<file path="config.mk">
export PLATFORM = sky130hd
export DESIGN_NAME = matrix_multiply_engine_unit
export DESIGN_NICKNAME = d
export VERILOG_FILES = /design/src/mme_pkg.sv /design/src/matrix_multiply_engine_unit.sv /design/src/mme_seq.sv /design/src/mme_store.sv /design/src/mme_mac.sv
export SDC_FILE = /design/constraint.sdc
export NUM_CORES = 2
export LEC_CHECK = 0
export BUFFER_PORTS_ARGS = -buffer_cell sky130_fd_sc_hd__buf_4
export CAP_MARGIN = 20
export CELL_PAD_IN_SITES_DETAIL_PLACEMENT = 1
export CELL_PAD_IN_SITES_GLOBAL_PLACEMENT = 1
export CORE_ASPECT_RATIO = 0.6
export CORE_MARGIN = 2
export CORE_UTILIZATION = 30
export CTS_BUF_LIST = sky130_fd_sc_hd__clkbuf_2
export DETAILED_ROUTE_END_ITERATION = 10
export PLACE_DENSITY = 0.51
export SLEW_MARGIN = 5
export SYNTH_ARGS = -nofsm -noshare
export SYNTH_HDL_FRONTEND = slang
export SYNTH_SLANG_ARGS = --single-unit
</file>
<file path="constraint.sdc">
create_clock -name clk -period 7.21 [get_ports clk]
set_input_delay 0.3605 -clock clk [delete_from_list [all_inputs] [get_ports clk]]
set_output_delay 0.3605 -clock clk [all_outputs]
set_load 0.005 [all_outputs]
</file>
<file path="src/mme_pkg.sv">
// ----------------------------------------------------------------------------
// mme_pkg: shared types and microprogram of the matrix multiply engine
// Holds the control word layout, the step/condition/action codes and the
// sequencer ROM, plus the fixed widths of the result fields.
// ----------------------------------------------------------------------------
package mme_pkg;

	localparam int MAX_DIM_DEF   = 8;
	localparam int ELEM_BITS_DEF = 16;

	localparam int CFG_W     = 4;
	localparam int REG_IDX_W = 2;
	localparam int OUT_W     = 34;
	localparam int ROWCOL_W  = 3;
	localparam int OUTD_W    = OUT_W + 2 * ROWCOL_W;

	localparam logic [REG_IDX_W-1:0] REG_ROWS_A    = 2'd0;
	localparam logic [REG_IDX_W-1:0] REG_INNER_DIM = 2'd1;
	localparam logic [REG_IDX_W-1:0] REG_COLS_B    = 2'd2;

	typedef logic [1:0] step_t;

	localparam step_t ST_LOAD = 2'd0;
	localparam step_t ST_WAIT = 2'd1;
	localparam step_t ST_MAC  = 2'd2;
	localparam step_t ST_NEXT = 2'd3;

	typedef enum logic [1:0] {
		COND_LOAD_DONE,
		COND_DRAINED,
		COND_P_LAST,
		COND_RC_LAST
	} cond_t;

	typedef enum logic [1:0] {
		ACT_NONE,
		ACT_CLR,
		ACT_P_INC,
		ACT_RC_INC
	} act_t;

	typedef struct packed {
		logic  in_ready;
		logic  issue;
		act_t  act;
		cond_t cond;
		step_t tgt_t;
		step_t tgt_f;
	} ucode_t;

	// one product in flight through the MAC pipeline
	typedef struct packed {
		logic                issue;
		logic                first;
		logic                last;
		logic                run_last;
		logic [ROWCOL_W-1:0] row;
		logic [ROWCOL_W-1:0] col;
	} mac_tag_t;

	function automatic ucode_t ucode_rom(input step_t step);
		ucode_t w;
		unique case (step)
			ST_LOAD: w = '{in_ready: 1'b1, issue: 1'b0, act: ACT_CLR,
				cond: COND_LOAD_DONE, tgt_t: ST_WAIT, tgt_f: ST_LOAD};
			ST_WAIT: w = '{in_ready: 1'b0, issue: 1'b0, act: ACT_NONE,
				cond: COND_DRAINED, tgt_t: ST_MAC, tgt_f: ST_WAIT};
			ST_MAC:  w = '{in_ready: 1'b0, issue: 1'b1, act: ACT_P_INC,
				cond: COND_P_LAST, tgt_t: ST_NEXT, tgt_f: ST_MAC};
			ST_NEXT: w = '{in_ready: 1'b0, issue: 1'b0, act: ACT_RC_INC,
				cond: COND_RC_LAST, tgt_t: ST_LOAD, tgt_f: ST_WAIT};
		endcase
		return w;
	endfunction

endpackage

</file>
<file path="src/matrix_multiply_engine_unit.sv">
// ----------------------------------------------------------------------------
// matrix_multiply_engine_unit: integer matrix multiply C = A * B
// Loads A then B row-major, then streams every element of C row-major.
//
//   channel  | dir | transaction carries
//   ---------+-----+----------------------------------------------------
//   s_axis   | in  | one element of A (row-wise), then of B (row-wise)
//   m_axis   | out | one element of C with its row/column, tlast at end
//   cfg      | in  | register index 0 rows_a, 1 inner_dim, 2 cols_b
//
// Loading accepts one element per cycle. While computing C, one multiplier
// and accumulator serve all sums, and one sum is in flight at a time.
// Inputs are refused from the final element of B until the sequencer
// returns to its load step after issuing the last sum. Output stalls hold
// the sequencer in its wait step. No clearing pass after reset; a valid
// register write resets the load count, so loading restarts with A.
// ----------------------------------------------------------------------------
module matrix_multiply_engine_unit #(
	parameter int MAX_DIM   = mme_pkg::MAX_DIM_DEF,
	parameter int ELEM_BITS = mme_pkg::ELEM_BITS_DEF,
	localparam int IN_W     = ((ELEM_BITS + 7) / 8) * 8
) (
	input  logic                             clk,
	input  logic                             arst_n,
	input  logic                             s_axis_tvalid,
	output logic                             s_axis_tready,
	input  logic [IN_W-1:0]                  s_axis_tdata,  // element
	output logic                             m_axis_tvalid,
	input  logic                             m_axis_tready,
	output logic [mme_pkg::OUTD_W-1:0]       m_axis_tdata,  // product_value, out_row, out_col
	output logic                             m_axis_tlast,
	input  logic                             cfg_valid,
	output logic                             cfg_ready,
	input  logic [mme_pkg::REG_IDX_W-1:0]    cfg_index,
	input  logic [mme_pkg::CFG_W-1:0]        cfg_data
);
	import mme_pkg::*;

	localparam int DIM_W  = $clog2(MAX_DIM + 1);
	localparam int DEPTH  = MAX_DIM * MAX_DIM;
	localparam int ADDR_W = (DEPTH > 1) ? $clog2(DEPTH) : 1;

	function automatic logic [DIM_W-1:0] eff_size(input logic [CFG_W-1:0] v);
		if (v == '0) return DIM_W'(1);
		if (v > CFG_W'(MAX_DIM)) return DIM_W'(MAX_DIM);
		return DIM_W'(v);
	endfunction

	logic [CFG_W-1:0]     rows_a_q, inner_dim_q, cols_b_q;
	logic                 cfg_hit, drained;
	logic                 wr_en_a, wr_en_b;
	logic [ADDR_W-1:0]    wr_addr, rd_addr_a, rd_addr_b;
	logic [ELEM_BITS-1:0] rd_a_s1, rd_b_s1;
	mac_tag_t             tag;
	logic [OUT_W-1:0]     out_value;
	logic [ROWCOL_W-1:0]  out_row, out_col;

	assign cfg_ready = 1'b1;
	assign cfg_hit   = cfg_valid && (cfg_index == REG_ROWS_A ||
		cfg_index == REG_INNER_DIM || cfg_index == REG_COLS_B);

	always_ff @(posedge clk or negedge arst_n) begin
		if (!arst_n) begin
			rows_a_q    <= CFG_W'(1);
			inner_dim_q <= CFG_W'(1);
			cols_b_q    <= CFG_W'(1);
		end else if (cfg_valid) begin
			unique case (cfg_index)
				REG_ROWS_A:    rows_a_q    <= cfg_data;
				REG_INNER_DIM: inner_dim_q <= cfg_data;
				REG_COLS_B:    cols_b_q    <= cfg_data;
				default: ;
			endcase
		end
	end

	mme_seq #(
		.MAX_DIM (MAX_DIM)
	) u_seq (
		.clk       (clk),
		.arst_n    (arst_n),
		.cfg_hit   (cfg_hit),
		.ra        (eff_size(rows_a_q)),
		.kd        (eff_size(inner_dim_q)),
		.cb        (eff_size(cols_b_q)),
		.in_valid  (s_axis_tvalid),
		.in_ready  (s_axis_tready),
		.drained   (drained),
		.wr_en_a   (wr_en_a),
		.wr_en_b   (wr_en_b),
		.wr_addr   (wr_addr),
		.rd_addr_a (rd_addr_a),
		.rd_addr_b (rd_addr_b),
		.tag       (tag)
	);

	mme_store #(
		.MAX_DIM   (MAX_DIM),
		.ELEM_BITS (ELEM_BITS)
	) u_store (
		.clk       (clk),
		.wr_en_a   (wr_en_a),
		.wr_en_b   (wr_en_b),
		.wr_addr   (wr_addr),
		.wr_data   (s_axis_tdata[ELEM_BITS-1:0]),
		.rd_en     (tag.issue),
		.rd_addr_a (rd_addr_a),
		.rd_addr_b (rd_addr_b),
		.rd_a_s1   (rd_a_s1),
		.rd_b_s1   (rd_b_s1)
	);

	mme_mac #(
		.ELEM_BITS (ELEM_BITS)
	) u_mac (
		.clk       (clk),
		.arst_n    (arst_n),
		.tag_s0    (tag),
		.rd_a_s1   (rd_a_s1),
		.rd_b_s1   (rd_b_s1),
		.out_valid (m_axis_tvalid),
		.out_ready (m_axis_tready),
		.out_value (out_value),
		.out_row   (out_row),
		.out_col   (out_col),
		.out_last  (m_axis_tlast),
		.drained   (drained)
	);

	assign m_axis_tdata = {out_col, out_row, out_value};

endmodule

</file>
<file path="src/mme_seq.sv">
// ----------------------------------------------------------------------------
// mme_seq: microcoded sequencer
// Step counter over the control ROM, load counter, row/column/inner index
// counters and the address generation for both matrix stores.
// ----------------------------------------------------------------------------
module mme_seq #(
	parameter int MAX_DIM = mme_pkg::MAX_DIM_DEF,
	localparam int DIM_W  = $clog2(MAX_DIM + 1),
	localparam int DEPTH  = MAX_DIM * MAX_DIM,
	localparam int ADDR_W = (DEPTH > 1) ? $clog2(DEPTH) : 1
) (
	input  logic              clk,
	input  logic              arst_n,
	input  logic              cfg_hit,
	input  logic [DIM_W-1:0]  ra,
	input  logic [DIM_W-1:0]  kd,
	input  logic [DIM_W-1:0]  cb,
	input  logic              in_valid,
	output logic              in_ready,
	input  logic              drained,
	output logic              wr_en_a,
	output logic              wr_en_b,
	output logic [ADDR_W-1:0] wr_addr,
	output logic [ADDR_W-1:0] rd_addr_a,
	output logic [ADDR_W-1:0] rd_addr_b,
	output mme_pkg::mac_tag_t tag
);
	import mme_pkg::*;

	localparam int IDX_W = (MAX_DIM > 1) ? $clog2(MAX_DIM) : 1;
	localparam int CNT_W = $clog2(2 * DEPTH + 1);

	step_t            step_q;
	ucode_t           uc;
	logic [IDX_W-1:0] r_q, c_q, p_q;
	logic [CNT_W-1:0] load_q, a_total, total;
	logic             load_fire, load_last, a_sel;
	logic             p_last, r_last, c_last, cond_true;

	assign uc        = ucode_rom(step_q);
	assign in_ready  = uc.in_ready;
	assign a_total   = CNT_W'(ra) * CNT_W'(kd);
	assign total     = a_total + CNT_W'(kd) * CNT_W'(cb);
	assign load_fire = in_valid & uc.in_ready;
	assign load_last = (load_q == total - CNT_W'(1));
	assign a_sel     = (load_q < a_total);

	assign wr_en_a = load_fire & a_sel;
	assign wr_en_b = load_fire & ~a_sel;
	assign wr_addr = ADDR_W'(a_sel ? load_q : load_q - a_total);

	assign p_last = (p_q == IDX_W'(kd - DIM_W'(1)));
	assign r_last = (r_q == IDX_W'(ra - DIM_W'(1)));
	assign c_last = (c_q == IDX_W'(cb - DIM_W'(1)));

	// A is row-major with kd columns, B row-major with cb columns
	assign rd_addr_a = ADDR_W'(r_q) * ADDR_W'(kd) + ADDR_W'(p_q);
	assign rd_addr_b = ADDR_W'(p_q) * ADDR_W'(cb) + ADDR_W'(c_q);

	assign tag.issue    = uc.issue;
	assign tag.first    = (p_q == '0);
	assign tag.last     = p_last;
	assign tag.run_last = r_last & c_last;
	assign tag.row      = ROWCOL_W'(r_q);
	assign tag.col      = ROWCOL_W'(c_q);

	always_comb begin
		unique case (uc.cond)
			COND_LOAD_DONE: cond_true = load_fire & load_last;
			COND_DRAINED:   cond_true = drained;
			COND_P_LAST:    cond_true = p_last;
			COND_RC_LAST:   cond_true = r_last & c_last;
			default:        cond_true = 1'b0;
		endcase
	end

	always_ff @(posedge clk or negedge arst_n) begin
		if (!arst_n) begin
			step_q <= ST_LOAD;
			load_q <= '0;
			r_q    <= '0;
			c_q    <= '0;
			p_q    <= '0;
		end else begin
			step_q <= cond_true ? uc.tgt_t : uc.tgt_f;

			if (cfg_hit) begin
				load_q <= '0;
			end else if (load_fire) begin
				load_q <= load_last ? '0 : load_q + CNT_W'(1);
			end

			unique case (uc.act)
				ACT_CLR: begin
					r_q <= '0;
					c_q <= '0;
					p_q <= '0;
				end
				ACT_P_INC: begin
					p_q <= p_last ? '0 : p_q + IDX_W'(1);
				end
				ACT_RC_INC: begin
					if (c_last) begin
						c_q <= '0;
						r_q <= r_q + IDX_W'(1);
					end else begin
						c_q <= c_q + IDX_W'(1);
					end
				end
				default: ;
			endcase
		end
	end

	a_load_in_range: assert property (@(posedge clk) disable iff (!arst_n)
		load_q < total)
		else $error("load count beyond matrix size");

	a_sum_starts_clean: assert property (@(posedge clk) disable iff (!arst_n)
		tag.issue && tag.first |-> drained)
		else $error("new sum issued with MAC pipeline or output busy");

endmodule

</file>
<file path="src/mme_store.sv">
// ----------------------------------------------------------------------------
// mme_store: operand memories
// One memory each for A and B, row-major; one write port shared by the load
// path, one registered read port each for the MAC datapath.
// ----------------------------------------------------------------------------
module mme_store #(
	parameter int MAX_DIM   = mme_pkg::MAX_DIM_DEF,
	parameter int ELEM_BITS = mme_pkg::ELEM_BITS_DEF,
	localparam int DEPTH    = MAX_DIM * MAX_DIM,
	localparam int ADDR_W   = (DEPTH > 1) ? $clog2(DEPTH) : 1
) (
	input  logic                 clk,
	input  logic                 wr_en_a,
	input  logic                 wr_en_b,
	input  logic [ADDR_W-1:0]    wr_addr,
	input  logic [ELEM_BITS-1:0] wr_data,
	input  logic                 rd_en,
	input  logic [ADDR_W-1:0]    rd_addr_a,
	input  logic [ADDR_W-1:0]    rd_addr_b,
	output logic [ELEM_BITS-1:0] rd_a_s1,
	output logic [ELEM_BITS-1:0] rd_b_s1
);

	logic [ELEM_BITS-1:0] mem_a [DEPTH];
	logic [ELEM_BITS-1:0] mem_b [DEPTH];

	always_ff @(posedge clk) begin
		if (wr_en_a) begin
			mem_a[wr_addr] <= wr_data;
		end
		if (rd_en) begin
			rd_a_s1 <= mem_a[rd_addr_a];
		end
	end

	always_ff @(posedge clk) begin
		if (wr_en_b) begin
			mem_b[wr_addr] <= wr_data;
		end
		if (rd_en) begin
			rd_b_s1 <= mem_b[rd_addr_b];
		end
	end

endmodule

</file>
<file path="src/mme_mac.sv">
// ----------------------------------------------------------------------------
// mme_mac: multiply-accumulate datapath and result register
// Multiplier stage, clamped accumulator stage, output saturation to the
// result width and the result register toward the output channel.
// ----------------------------------------------------------------------------
module mme_mac #(
	parameter int ELEM_BITS = mme_pkg::ELEM_BITS_DEF
) (
	input  logic                           clk,
	input  logic                           arst_n,
	input  mme_pkg::mac_tag_t              tag_s0,
	input  logic signed [ELEM_BITS-1:0]    rd_a_s1,
	input  logic signed [ELEM_BITS-1:0]    rd_b_s1,
	output logic                           out_valid,
	input  logic                           out_ready,
	output logic [mme_pkg::OUT_W-1:0]      out_value,
	output logic [mme_pkg::ROWCOL_W-1:0]   out_row,
	output logic [mme_pkg::ROWCOL_W-1:0]   out_col,
	output logic                           out_last,
	output logic                           drained
);
	import mme_pkg::*;

	localparam int PROD_W = 2 * ELEM_BITS;
	localparam int ACC_W  = (PROD_W + 5 < 64) ? PROD_W + 5 : 64;

	localparam logic signed [63:0] WIDE_LIMIT = 64'sd1 <<< 61;
	localparam logic signed [63:0] OUT_MAX    = (64'sd1 <<< (OUT_W - 1)) - 64'sd1;
	localparam logic signed [63:0] OUT_MIN    = -(64'sd1 <<< (OUT_W - 1));

	function automatic logic signed [63:0] clamp_wide(input logic signed [63:0] v);
		if (v > WIDE_LIMIT) return WIDE_LIMIT;
		if (v < -WIDE_LIMIT) return -WIDE_LIMIT;
		return v;
	endfunction

	function automatic logic [OUT_W-1:0] sat_out(input logic signed [63:0] v);
		if (v > OUT_MAX) return OUT_W'(OUT_MAX);
		if (v < OUT_MIN) return OUT_W'(OUT_MIN);
		return OUT_W'(v);
	endfunction

	mac_tag_t                  tag_s1, tag_s2;
	logic signed [PROD_W-1:0]  prod_s2;
	logic signed [ACC_W-1:0]   acc_q;
	logic signed [63:0]        prod_c, base, sum_c;
	logic                      out_valid_q, out_last_q;
	logic [OUT_W-1:0]          out_value_q;
	logic [ROWCOL_W-1:0]       out_row_q, out_col_q;

	assign prod_c = clamp_wide(64'(prod_s2));
	assign base   = tag_s2.first ? 64'sd0 : 64'(acc_q);
	assign sum_c  = clamp_wide(base + prod_c);

	assign out_valid = out_valid_q;
	assign out_value = out_value_q;
	assign out_row   = out_row_q;
	assign out_col   = out_col_q;
	assign out_last  = out_last_q;
	assign drained   = ~tag_s1.issue & ~tag_s2.issue & ~out_valid_q;

	always_ff @(posedge clk or negedge arst_n) begin
		if (!arst_n) begin
			tag_s1      <= '0;
			tag_s2      <= '0;
			out_valid_q <= 1'b0;
		end else begin
			tag_s1 <= tag_s0;
			tag_s2 <= tag_s1;
			if (out_valid_q && out_ready) begin
				out_valid_q <= 1'b0;
			end
			if (tag_s2.issue && tag_s2.last) begin
				out_valid_q <= 1'b1;
			end
		end
	end

	always_ff @(posedge clk) begin
		prod_s2 <= rd_a_s1 * rd_b_s1;
		if (tag_s2.issue) begin
			acc_q <= ACC_W'(sum_c);
		end
		if (tag_s2.issue && tag_s2.last) begin
			out_value_q <= sat_out(sum_c);
			out_row_q   <= tag_s2.row;
			out_col_q   <= tag_s2.col;
			out_last_q  <= tag_s2.run_last;
		end
	end

	a_result_slot_free: assert property (@(posedge clk) disable iff (!arst_n)
		tag_s2.issue && tag_s2.last |-> !out_valid_q)
		else $error("sum completed while result register still occupied");

	a_products_back_to_back: assert property (@(posedge clk) disable iff (!arst_n)
		tag_s2.issue && !tag_s2.first |-> $past(tag_s2.issue))
		else $error("gap inside one sum of products");

endmodule
</file>
After elaboration in Yosys (flattened, before gate mapping). Memory sizes are Yosys's and may differ from the RTL's. A register that Yosys moved wholly into a read port is not among the register bits. Cells that the tools add are included.

Memories: 2. Input bits: 27. Output and inout bits: 44. Bits in writable memories: 2048. Register bits after elaboration: 162. Logic and storage cells: 168.

Reduce and logical (&&, ||, !) cells: 20. Bitwise operators: 11. Multipliers: 5. $add $sub $neg: 13. Mux-type cells: 64. Equality and inequality tests: 16. $lt $le $gt $ge: 10.

Memory list: u_store.mem_a (depth 64, width 16, rd ports 1, clocked after memory_dff 1, write ports 1, RTL line mme_store.sv:24) `logic [ELEM_BITS-1:0] mem_a [DEPTH];`; u_store.mem_b (depth 64, width 16, rd ports 1, clocked after memory_dff 1, write ports 1, RTL line mme_store.sv:25) `logic [ELEM_BITS-1:0] mem_b [DEPTH];`.

Operators by type and width (count): 64-bit two-way mux (9); 34-bit two-way mux (4); 64-bit adder (1); 64-bit by 34-bit > comparator with 1-bit output, second input constant (1); 64-bit by 63-bit > comparator with 1-bit output, second input constant (1); 64-bit by 34-bit less-than comparator with 1-bit output, second input constant (1); 64-bit by 62-bit less-than comparator with 1-bit output, second input constant (1); 32-bit by 63-bit > comparator with 1-bit output, second input constant (1); 32-bit by 62-bit less-than comparator with 1-bit output, second input constant (1); 4-bit two-way mux (12); 10-bit one-hot mux with 4 select lines (1); 16-bit by 16-bit multiplier with 32-bit output (1); 1-bit two-way mux (26); 8-bit two-way mux (3); 3-bit one-hot mux with 2 select lines (3); 4-bit by 4-bit multiplier with 8-bit output (2); 2-bit equality test, second input constant (7); 6-bit by 3-bit adder with 6-bit output (2); 4-bit > comparator, second input constant (3); 4-bit logical NOT (3); 3-bit by 4-bit multiplier with 6-bit output (2); 3-bit by 1-bit adder with 3-bit output, second input constant (3); 3-bit equality test (3); 3-bit two-way mux (3); 20 further kinds (45).

Logic depth before layout (Yosys ltp).
Word-level depth: 18. Mapped depth: 27. Mapped depth without buffers: 25.

Modules after synthesis. From an unflattened synthesis, not the netlist that was laid out.

Cells, all modules: 5572. Area total of the unflattened synthesis: 99486.7 µm².

By module, submodules not included: mme_store (area each 79501.2 µm², times used 1, cells each 3519, seq. area each 62459.9 µm²); mme_mac (area each 15771.4 µm², times used 1, cells each 1590, seq. area each 3508.4 µm²); mme_seq (area each 3632.2 µm², times used 1, cells each 418, seq. area each 475.5 µm²); matrix_multiply_engine_unit (area each 581.8 µm², times used 1, cells each 45, seq. area each 304.0 µm²).

Worst setup path after synthesis. OpenSTA, ideal clock, no wires.

Path type: reg-to-reg. Start point: reg inner_dim_q[3]. End point: reg u_seq.load_q[5]. Clock period less this slack: 6.331 ns. Path slack: 0.879 ns. Required time: 7.089 ns. Library setup time: 0.121 ns. Path buffers: 3. Cell stages (with the launch flop): 24. Data arrival time: 6.210 ns. Cell sequence: dfrtp_1 -> clkbuf_1 -> nor2b_1 -> clkbuf_1 -> inv_1 -> nor2_1 -> fa_1 -> inv_1 -> fa_1 -> fa_1 -> fa_1 -> inv_1 -> fa_1 -> fa_1 -> fa_1 -> a21o_1 -> a21oi_1 -> xnor2_1 -> or4_1 -> nor2_1 -> nor3_1 -> clkbuf_1 -> a21o_1 -> a22o_1.

Cells in the longest elaborated chain, start to end: 12. Elaborated cells on any way between the ends: 16. Those cells by class: 2 x add/sub; 2 x mul; 1 x order compare; 1 x eq/ne; 9 x mux; 1 x reduce/logical.

Ends and longest elaborated chain: start, declared (RTL line matrix_multiply_engine_unit.sv:49) `logic [CFG_W-1:0] rows_a_q, inner_dim_q, cols_b_q;`; start signal, assigned (RTL line matrix_multiply_engine_unit.sv:70) `REG_INNER_DIM: inner_dim_q <= cfg_data;`; 4-bit > comparator (RTL line matrix_multiply_engine_unit.sv:45) `if (v > CFG_W'(MAX_DIM)) return DIM_W'(MAX_DIM);`; 1-bit two-way mux (2 in a row) (RTL line matrix_multiply_engine_unit.sv:45); 4-bit two-way mux (RTL line matrix_multiply_engine_unit.sv:46) `return DIM_W'(v);`; 4-bit two-way mux * (RTL line matrix_multiply_engine_unit.sv:45); 4-bit by 4-bit multiplier with 8-bit output (on tied branches) (RTL line mme_seq.sv:42, mme_seq.sv:43); 8-bit adder * (RTL line mme_seq.sv:43) `assign total = a_total + CNT_W'(kd) * CNT_W'(cb);`; 8-bit by 1-bit subtractor with 8-bit output * (RTL line mme_seq.sv:45) `assign load_last = (load_q == total - CNT_W'(1));`; 8-bit equality test * (RTL line mme_seq.sv:45); 8-bit two-way mux * (RTL line mme_seq.sv:90) `load_q <= load_last ? '0 : load_q + CNT_W'(1);`; 8-bit two-way mux * (RTL line mme_seq.sv:89) `end else if (load_fire) begin`; 8-bit two-way mux * (RTL line mme_seq.sv:87) `if (cfg_hit) begin`; end signal, assigned (RTL line mme_seq.sv:90); end, declared (RTL line mme_seq.sv:36) `logic [CNT_W-1:0] load_q, a_total, total;`.

Mark *: on every way between the ends. The rest lies on a longest branch, timed or not. The select of a mux whose other input is x is not followed. A chain may end at the register's enable or synchronous reset.

Final worst setup path. Ends and elaborated chain as after synthesis.

==> results.py <==
metrics = {
    "setup_path": {
        "worst-path-buf-inv": 4,
        "critPathCaptureType": "flip-flop",
        "path_delay_family": "adder cells",
        "critical-path-slowest-cell": "sky130_fd_sc_hd__fa_1",
        "timing_worst_setup_path_type": "flip-flop to flip-flop",
        "critical_path.max_stage_delay_ns": 0.73,
        "path_cells": "inv_1 -> nand2_1 -> nor2_1 -> fa_1 -> inv_1 -> fa_1 -> fa_1 -> fa_1 -> inv_1 -> fa_1 -> fa_1 -> fa_1 -> a21o_1 -> a21oi_1 -> xnor2_1 -> or4_1 -> nor2_1 -> nor3_1 -> buf_4 -> a21o_1 -> a22o_1",
        "setup.worst_path.start_class": "flip-flop",
        "most_frequent_cell_on_critical_path": "sky130_fd_sc_hd__fa_1",
        "timing.critical_path.required_ns": 8.91,
        "worstPathArrival_ns": 8.52,
        "crit_path_max_fanout": 11,
    },
    "yosys": {
        "synthesis.yosys.warnings": 0,
        "synth.net_count": 5745,
        "flop_and_latch_count_out_of_synthesis": 2242,
        "ys_dominant_reg_cell": "sky130_fd_sc_hd__edfxtp_1",
        "syn_inst": 5245,
        "synthSimpleGateAreaFrac": 0.0373,
        "synthDominantCellAreaShare": 0.652,
        "post_synth_mux_area_share": 0.150,
        "synth_top_family_by_area": "multiplexers",
        "synth_xor_xnor_area_share": 0.0107,
        "leading_post_synthesis_cells_by_cell_area": "sky130_fd_sc_hd__edfxtp_1 65%, sky130_fd_sc_hd__mux4_2 14%, sky130_fd_sc_hd__fa_1 5.8%, sky130_fd_sc_hd__ha_1 2.3%, sky130_fd_sc_hd__inv_1 1.4%",
        "ys_seq_area_frac": 0.671,
        "synthDistinctLibCells": 92,
        "synth_enable_flop_cells": 2158,
        "synth_area_um2": 99400,
        "synthAdderAreaFrac": 0.0813,
        "synth_area_in_compound_gates": 0.0245,
        "avgSynthCellArea_um2": 19.0,
        "postSynth.asyncResetShare": 0.0232,
        "yosys.area.top_type": "sky130_fd_sc_hd__edfxtp_1",
    },
    "placement": {
        "gp_routability_congestion": 0.773,
        "dp.final_hpwl_um": 187000,
        "dp_slack_ns": -0.0255,
        "numPortBuffers": 69,
    },
    "global_routing": {
        "grt_max_degree": 93,
        "grt_pass1_vias": 56500,
        "grtUsageTotal": 0.174,
        "grt_first_pass_wirelength_um": 421000,
        "overflow": 0,
        "antenna_found_initial": 23,
    },
    "sta": {
        "max_slew.worst_pin.slew_ns": 1.16,
        "post-route-min-period_ns": 6.82,
        "final_hold_viol_count": 0,
        "timing.slew.headroom": 0.225,
        "max_clock_freq_mhz": 147,
        "setup_violations": 0,
        "unrepaired_setup_endpoints_after_global_routing": "false",
        "postLayoutSetupSlackWorst_ns": 0.391,
        "hold_slack_ns": 0.267,
        "final_max_slew_viol_count": 0,
        "period_share": 0.946,
        "timing.clock.skew_ns": 0.229,
    },
    "detailed_routing": {
        "antenna_violating_nets_post_route": 0,
        "vias_per_cell": 4.90,
        "wire_per_inst_um": 27.2,
        "detail_route.drc_violations": 0,
        "vias": 53000,
        "drt_pass1_iterations": 5,
        "drt_first_iter_violations": 5267,
        "routed_wirelength_um": 294000,
    },
    "clocking": {
        "clock_tree.root_cell": "sky130_fd_sc_hd__clkbuf_2",
        "cts-buffers-inserted": 549,
        "clock_sinks": 2242,
        "cts_buffer_depth": 4,
        "clkTransAtPathRegs_ns": 0.12,
        "cts.htree.levels": 6,
        "cts_tree": "done",
        "cts_post_setup_buffers_inserted": 0,
        "worst_skew_pair.late_latency_ns": 1.84,
    },
    "floorplanning": {
        "dieHeight_um": 450,
        "ios": 71,
        "core_area_um2": 329000,
        "horizontal_die_dimension_um": 747,
        "std_cell_rows": 163,
        "fp.dieArea_um2": 336000,
        "initial_core_utilization": 0.302,
    },
    "run_status": {
        "status": "complete, no violations",
    },
    "cells_and_area": {
        "area_added_between_synthesis_and_finish_pct": 14.5,
        "layout.nets": 6557,
        "post_route_cells_drive_above_1_share": 0.326,
    },
    "worst_hold_path": {
        "hp-class": "flip-flop to flip-flop",
    },
    "run": {
        "maxCapViolations": 0,
    },
}
routing by layer:
layer  track usage  part of all wire
met4        0.0346             0.014
met2         0.227              0.39
met5             0           0.00021
met1         0.278              0.50
met3        0.0546             0.090
Yosys cell counts (10+ instances only):
cell	n
sky130_fd_sc_hd__buf_2	30
sky130_fd_sc_hd__mux2i_1	36
sky130_fd_sc_hd__o21bai_1	16
sky130_fd_sc_hd__nand4_1	12
sky130_fd_sc_hd__clkbuf_1	161
sky130_fd_sc_hd__edfxtp_1	2158
sky130_fd_sc_hd__ha_1	184
sky130_fd_sc_hd__buf_1	38
sky130_fd_sc_hd__nor2_1	228
sky130_fd_sc_hd__a211oi_1	42
sky130_fd_sc_hd__dfxtp_1	32
sky130_fd_sc_hd__xnor2_1	78
sky130_fd_sc_hd__mux2_2	15
sky130_fd_sc_hd__a21oi_1	97
sky130_fd_sc_hd__and2_1	120
sky130_fd_sc_hd__a21o_1	43
sky130_fd_sc_hd__nand3_1	25
sky130_fd_sc_hd__nor2b_1	84
sky130_fd_sc_hd__nand2b_1	28
sky130_fd_sc_hd__fa_1	289
sky130_fd_sc_hd__inv_1	369
sky130_fd_sc_hd__o21ai_2	31
sky130_fd_sc_hd__nand2_1	208
sky130_fd_sc_hd__dfrtp_1	49
sky130_fd_sc_hd__mux4_2	640
sky130_fd_sc_hd__xor2_1	37
sky130_fd_sc_hd__or3_1	10
sky130_fd_sc_hd__o21ai_0	36
cell usage in the layout (no fill, tap or decap), types with 14 or more instances in the layout:
master                             n
sky130_fd_sc_hd__edfxtp_1       2158
sky130_fd_sc_hd__nor2_2           95
sky130_fd_sc_hd__nand2_1         208
sky130_fd_sc_hd__and2_1          119
sky130_fd_sc_hd__nand3_1          25
sky130_fd_sc_hd__mux2i_1          36
sky130_fd_sc_hd__ha_1            179
sky130_fd_sc_hd__xnor2_1          74
sky130_fd_sc_hd__xor2_1           36
sky130_fd_sc_hd__o21ai_0          36
sky130_fd_sc_hd__a21oi_1          97
sky130_fd_sc_hd__o21bai_1         16
sky130_fd_sc_hd__dfxtp_1          32
sky130_fd_sc_hd__mux4_2          640
sky130_fd_sc_hd__dfrtp_1          47
sky130_fd_sc_hd__bufinv_16        14
sky130_fd_sc_hd__buf_12           24
sky130_fd_sc_hd__nand2b_1         28
sky130_fd_sc_hd__nor2b_1          84
sky130_fd_sc_hd__a211oi_1         34
sky130_fd_sc_hd__clkinv_1         89
sky130_fd_sc_hd__o21ai_2          31
sky130_fd_sc_hd__diode_2          15
sky130_fd_sc_hd__buf_16           15
sky130_fd_sc_hd__a21o_1           43
sky130_fd_sc_hd__mux2_2           15
sky130_fd_sc_hd__clkbuf_2        779
sky130_fd_sc_hd__dlygate4sd3_1    86
sky130_fd_sc_hd__buf_4           377
sky130_fd_sc_hd__fa_1            287
sky130_fd_sc_hd__inv_1           369
sky130_fd_sc_hd__nor2_1          129
metrics by stage:
stage,cell area (um2),utilization,std cells,setup TNS [ns]
2_1_floorplan,99400,-,5245,0
3_3_place_gp,108000,0.327,9773,0
3_5_place_dp,108000,0.327,9774,-0.0255
4_1_cts,114000,0.345,10800,0
5_1_grt,114000,0.345,10800,0
6_report,114000,0.346,10800,0
worst reg2reg max path, cell delays in order (launching register included):
cell,delay [ns]
sky130_fd_sc_hd__dfrtp_1,0.44
sky130_fd_sc_hd__inv_1,0.20
sky130_fd_sc_hd__nand2_1,0.15
sky130_fd_sc_hd__nor2_1,0.17
sky130_fd_sc_hd__fa_1,0.44
sky130_fd_sc_hd__inv_1,0.11
sky130_fd_sc_hd__fa_1,0.47
sky130_fd_sc_hd__fa_1,0.73
sky130_fd_sc_hd__fa_1,0.48
sky130_fd_sc_hd__inv_1,0.08
sky130_fd_sc_hd__fa_1,0.44
sky130_fd_sc_hd__fa_1,0.57
sky130_fd_sc_hd__fa_1,0.50
sky130_fd_sc_hd__a21o_1,0.18
sky130_fd_sc_hd__a21oi_1,0.18
sky130_fd_sc_hd__xnor2_1,0.09
sky130_fd_sc_hd__or4_1,0.69
sky130_fd_sc_hd__nor2_1,0.16
sky130_fd_sc_hd__nor3_1,0.08
sky130_fd_sc_hd__buf_4,0.20
sky130_fd_sc_hd__a21o_1,0.16
sky130_fd_sc_hd__a22o_1,0.22
cell families after synthesis:
family                     after synthesis
DFF                                   2242
and+or+nand+nor                        761
muxes                                  692
buffers and inverters                  613
adders and majority gates              473
AOI/OAI and AO/OA                      345
xor gates and xnor gates               118
other                                    1
repair_timing:
action / 4_1_cts / 5_1_grt
setup endpoints to repair: 0 / 1
endpoints found under the hold margin: 2876 / 0
resized for setup: 0 / 1
hold buffers: 103 / 0
flip-flops by register name, summed over array words and instances (netlist names), 4 cells and up:
| signal | cells |
|---|---|
| u_store.mem_a | 1024 |
| u_seq.load_q | 8 |
| cols_b_q | 4 |
| u_mac.acc_q | 37 |
| u_mac.out_value | 34 |
| u_store.mem_b | 1024 |
| inner_dim_q | 4 |
| u_store.rd_b_s1 | 16 |
| u_mac.tag_s1 | 10 |
| u_store.rd_a_s1 | 16 |
| rows_a_q | 4 |
| u_mac.tag_s2 | 10 |
| u_mac.prod_s2 | 32 |
final timing paths:
| kind | from | endpoint | slack [ns] | depth (start not counted) |
|---|---|---|---|---|
| setup / recovery | inner_dim_q[3]$_DFFE_PN0P_ | u_seq.load_q[5]$_DFFE_PN0P_ | 0.39 | 21 |
| hold / removal | u_mac.tag_s1[2]$_DFF_PN0_ | u_mac.tag_s2[2]$_DFF_PN0_ | 0.27 | 0 |
| setup reg to reg | inner_dim_q[3]$_DFFE_PN0P_ | u_seq.load_q[5]$_DFFE_PN0P_ | 0.39 | 21 |
| hold reg to reg | u_mac.tag_s1[2]$_DFF_PN0_ | u_mac.tag_s2[2]$_DFF_PN0_ | 0.27 | 0 |
| max in group asynchronous | arst_n | u_mac.tag_s1[8]$_DFF_PN0_ | 5.86 | 6 |
| min in group asynchronous | arst_n | u_seq.load_q[3]$_DFFE_PN0P_ | 0.86 | 6 |
cell type report:
cell class,instances,area (um2)
fillers,33200,216000
well taps,4372,5470
flip-flops and latches,2242,66800
repair buffers,504,4600
multi-input cells,2390,30700
clock buffers,778,3890
inverters,370,1390
clock inverters,138,973
diodes,15,37.5
Power is left out: the tool's default activity adds up to more than one toggle a clock period on the data nets, which glitch-free logic cannot reach.
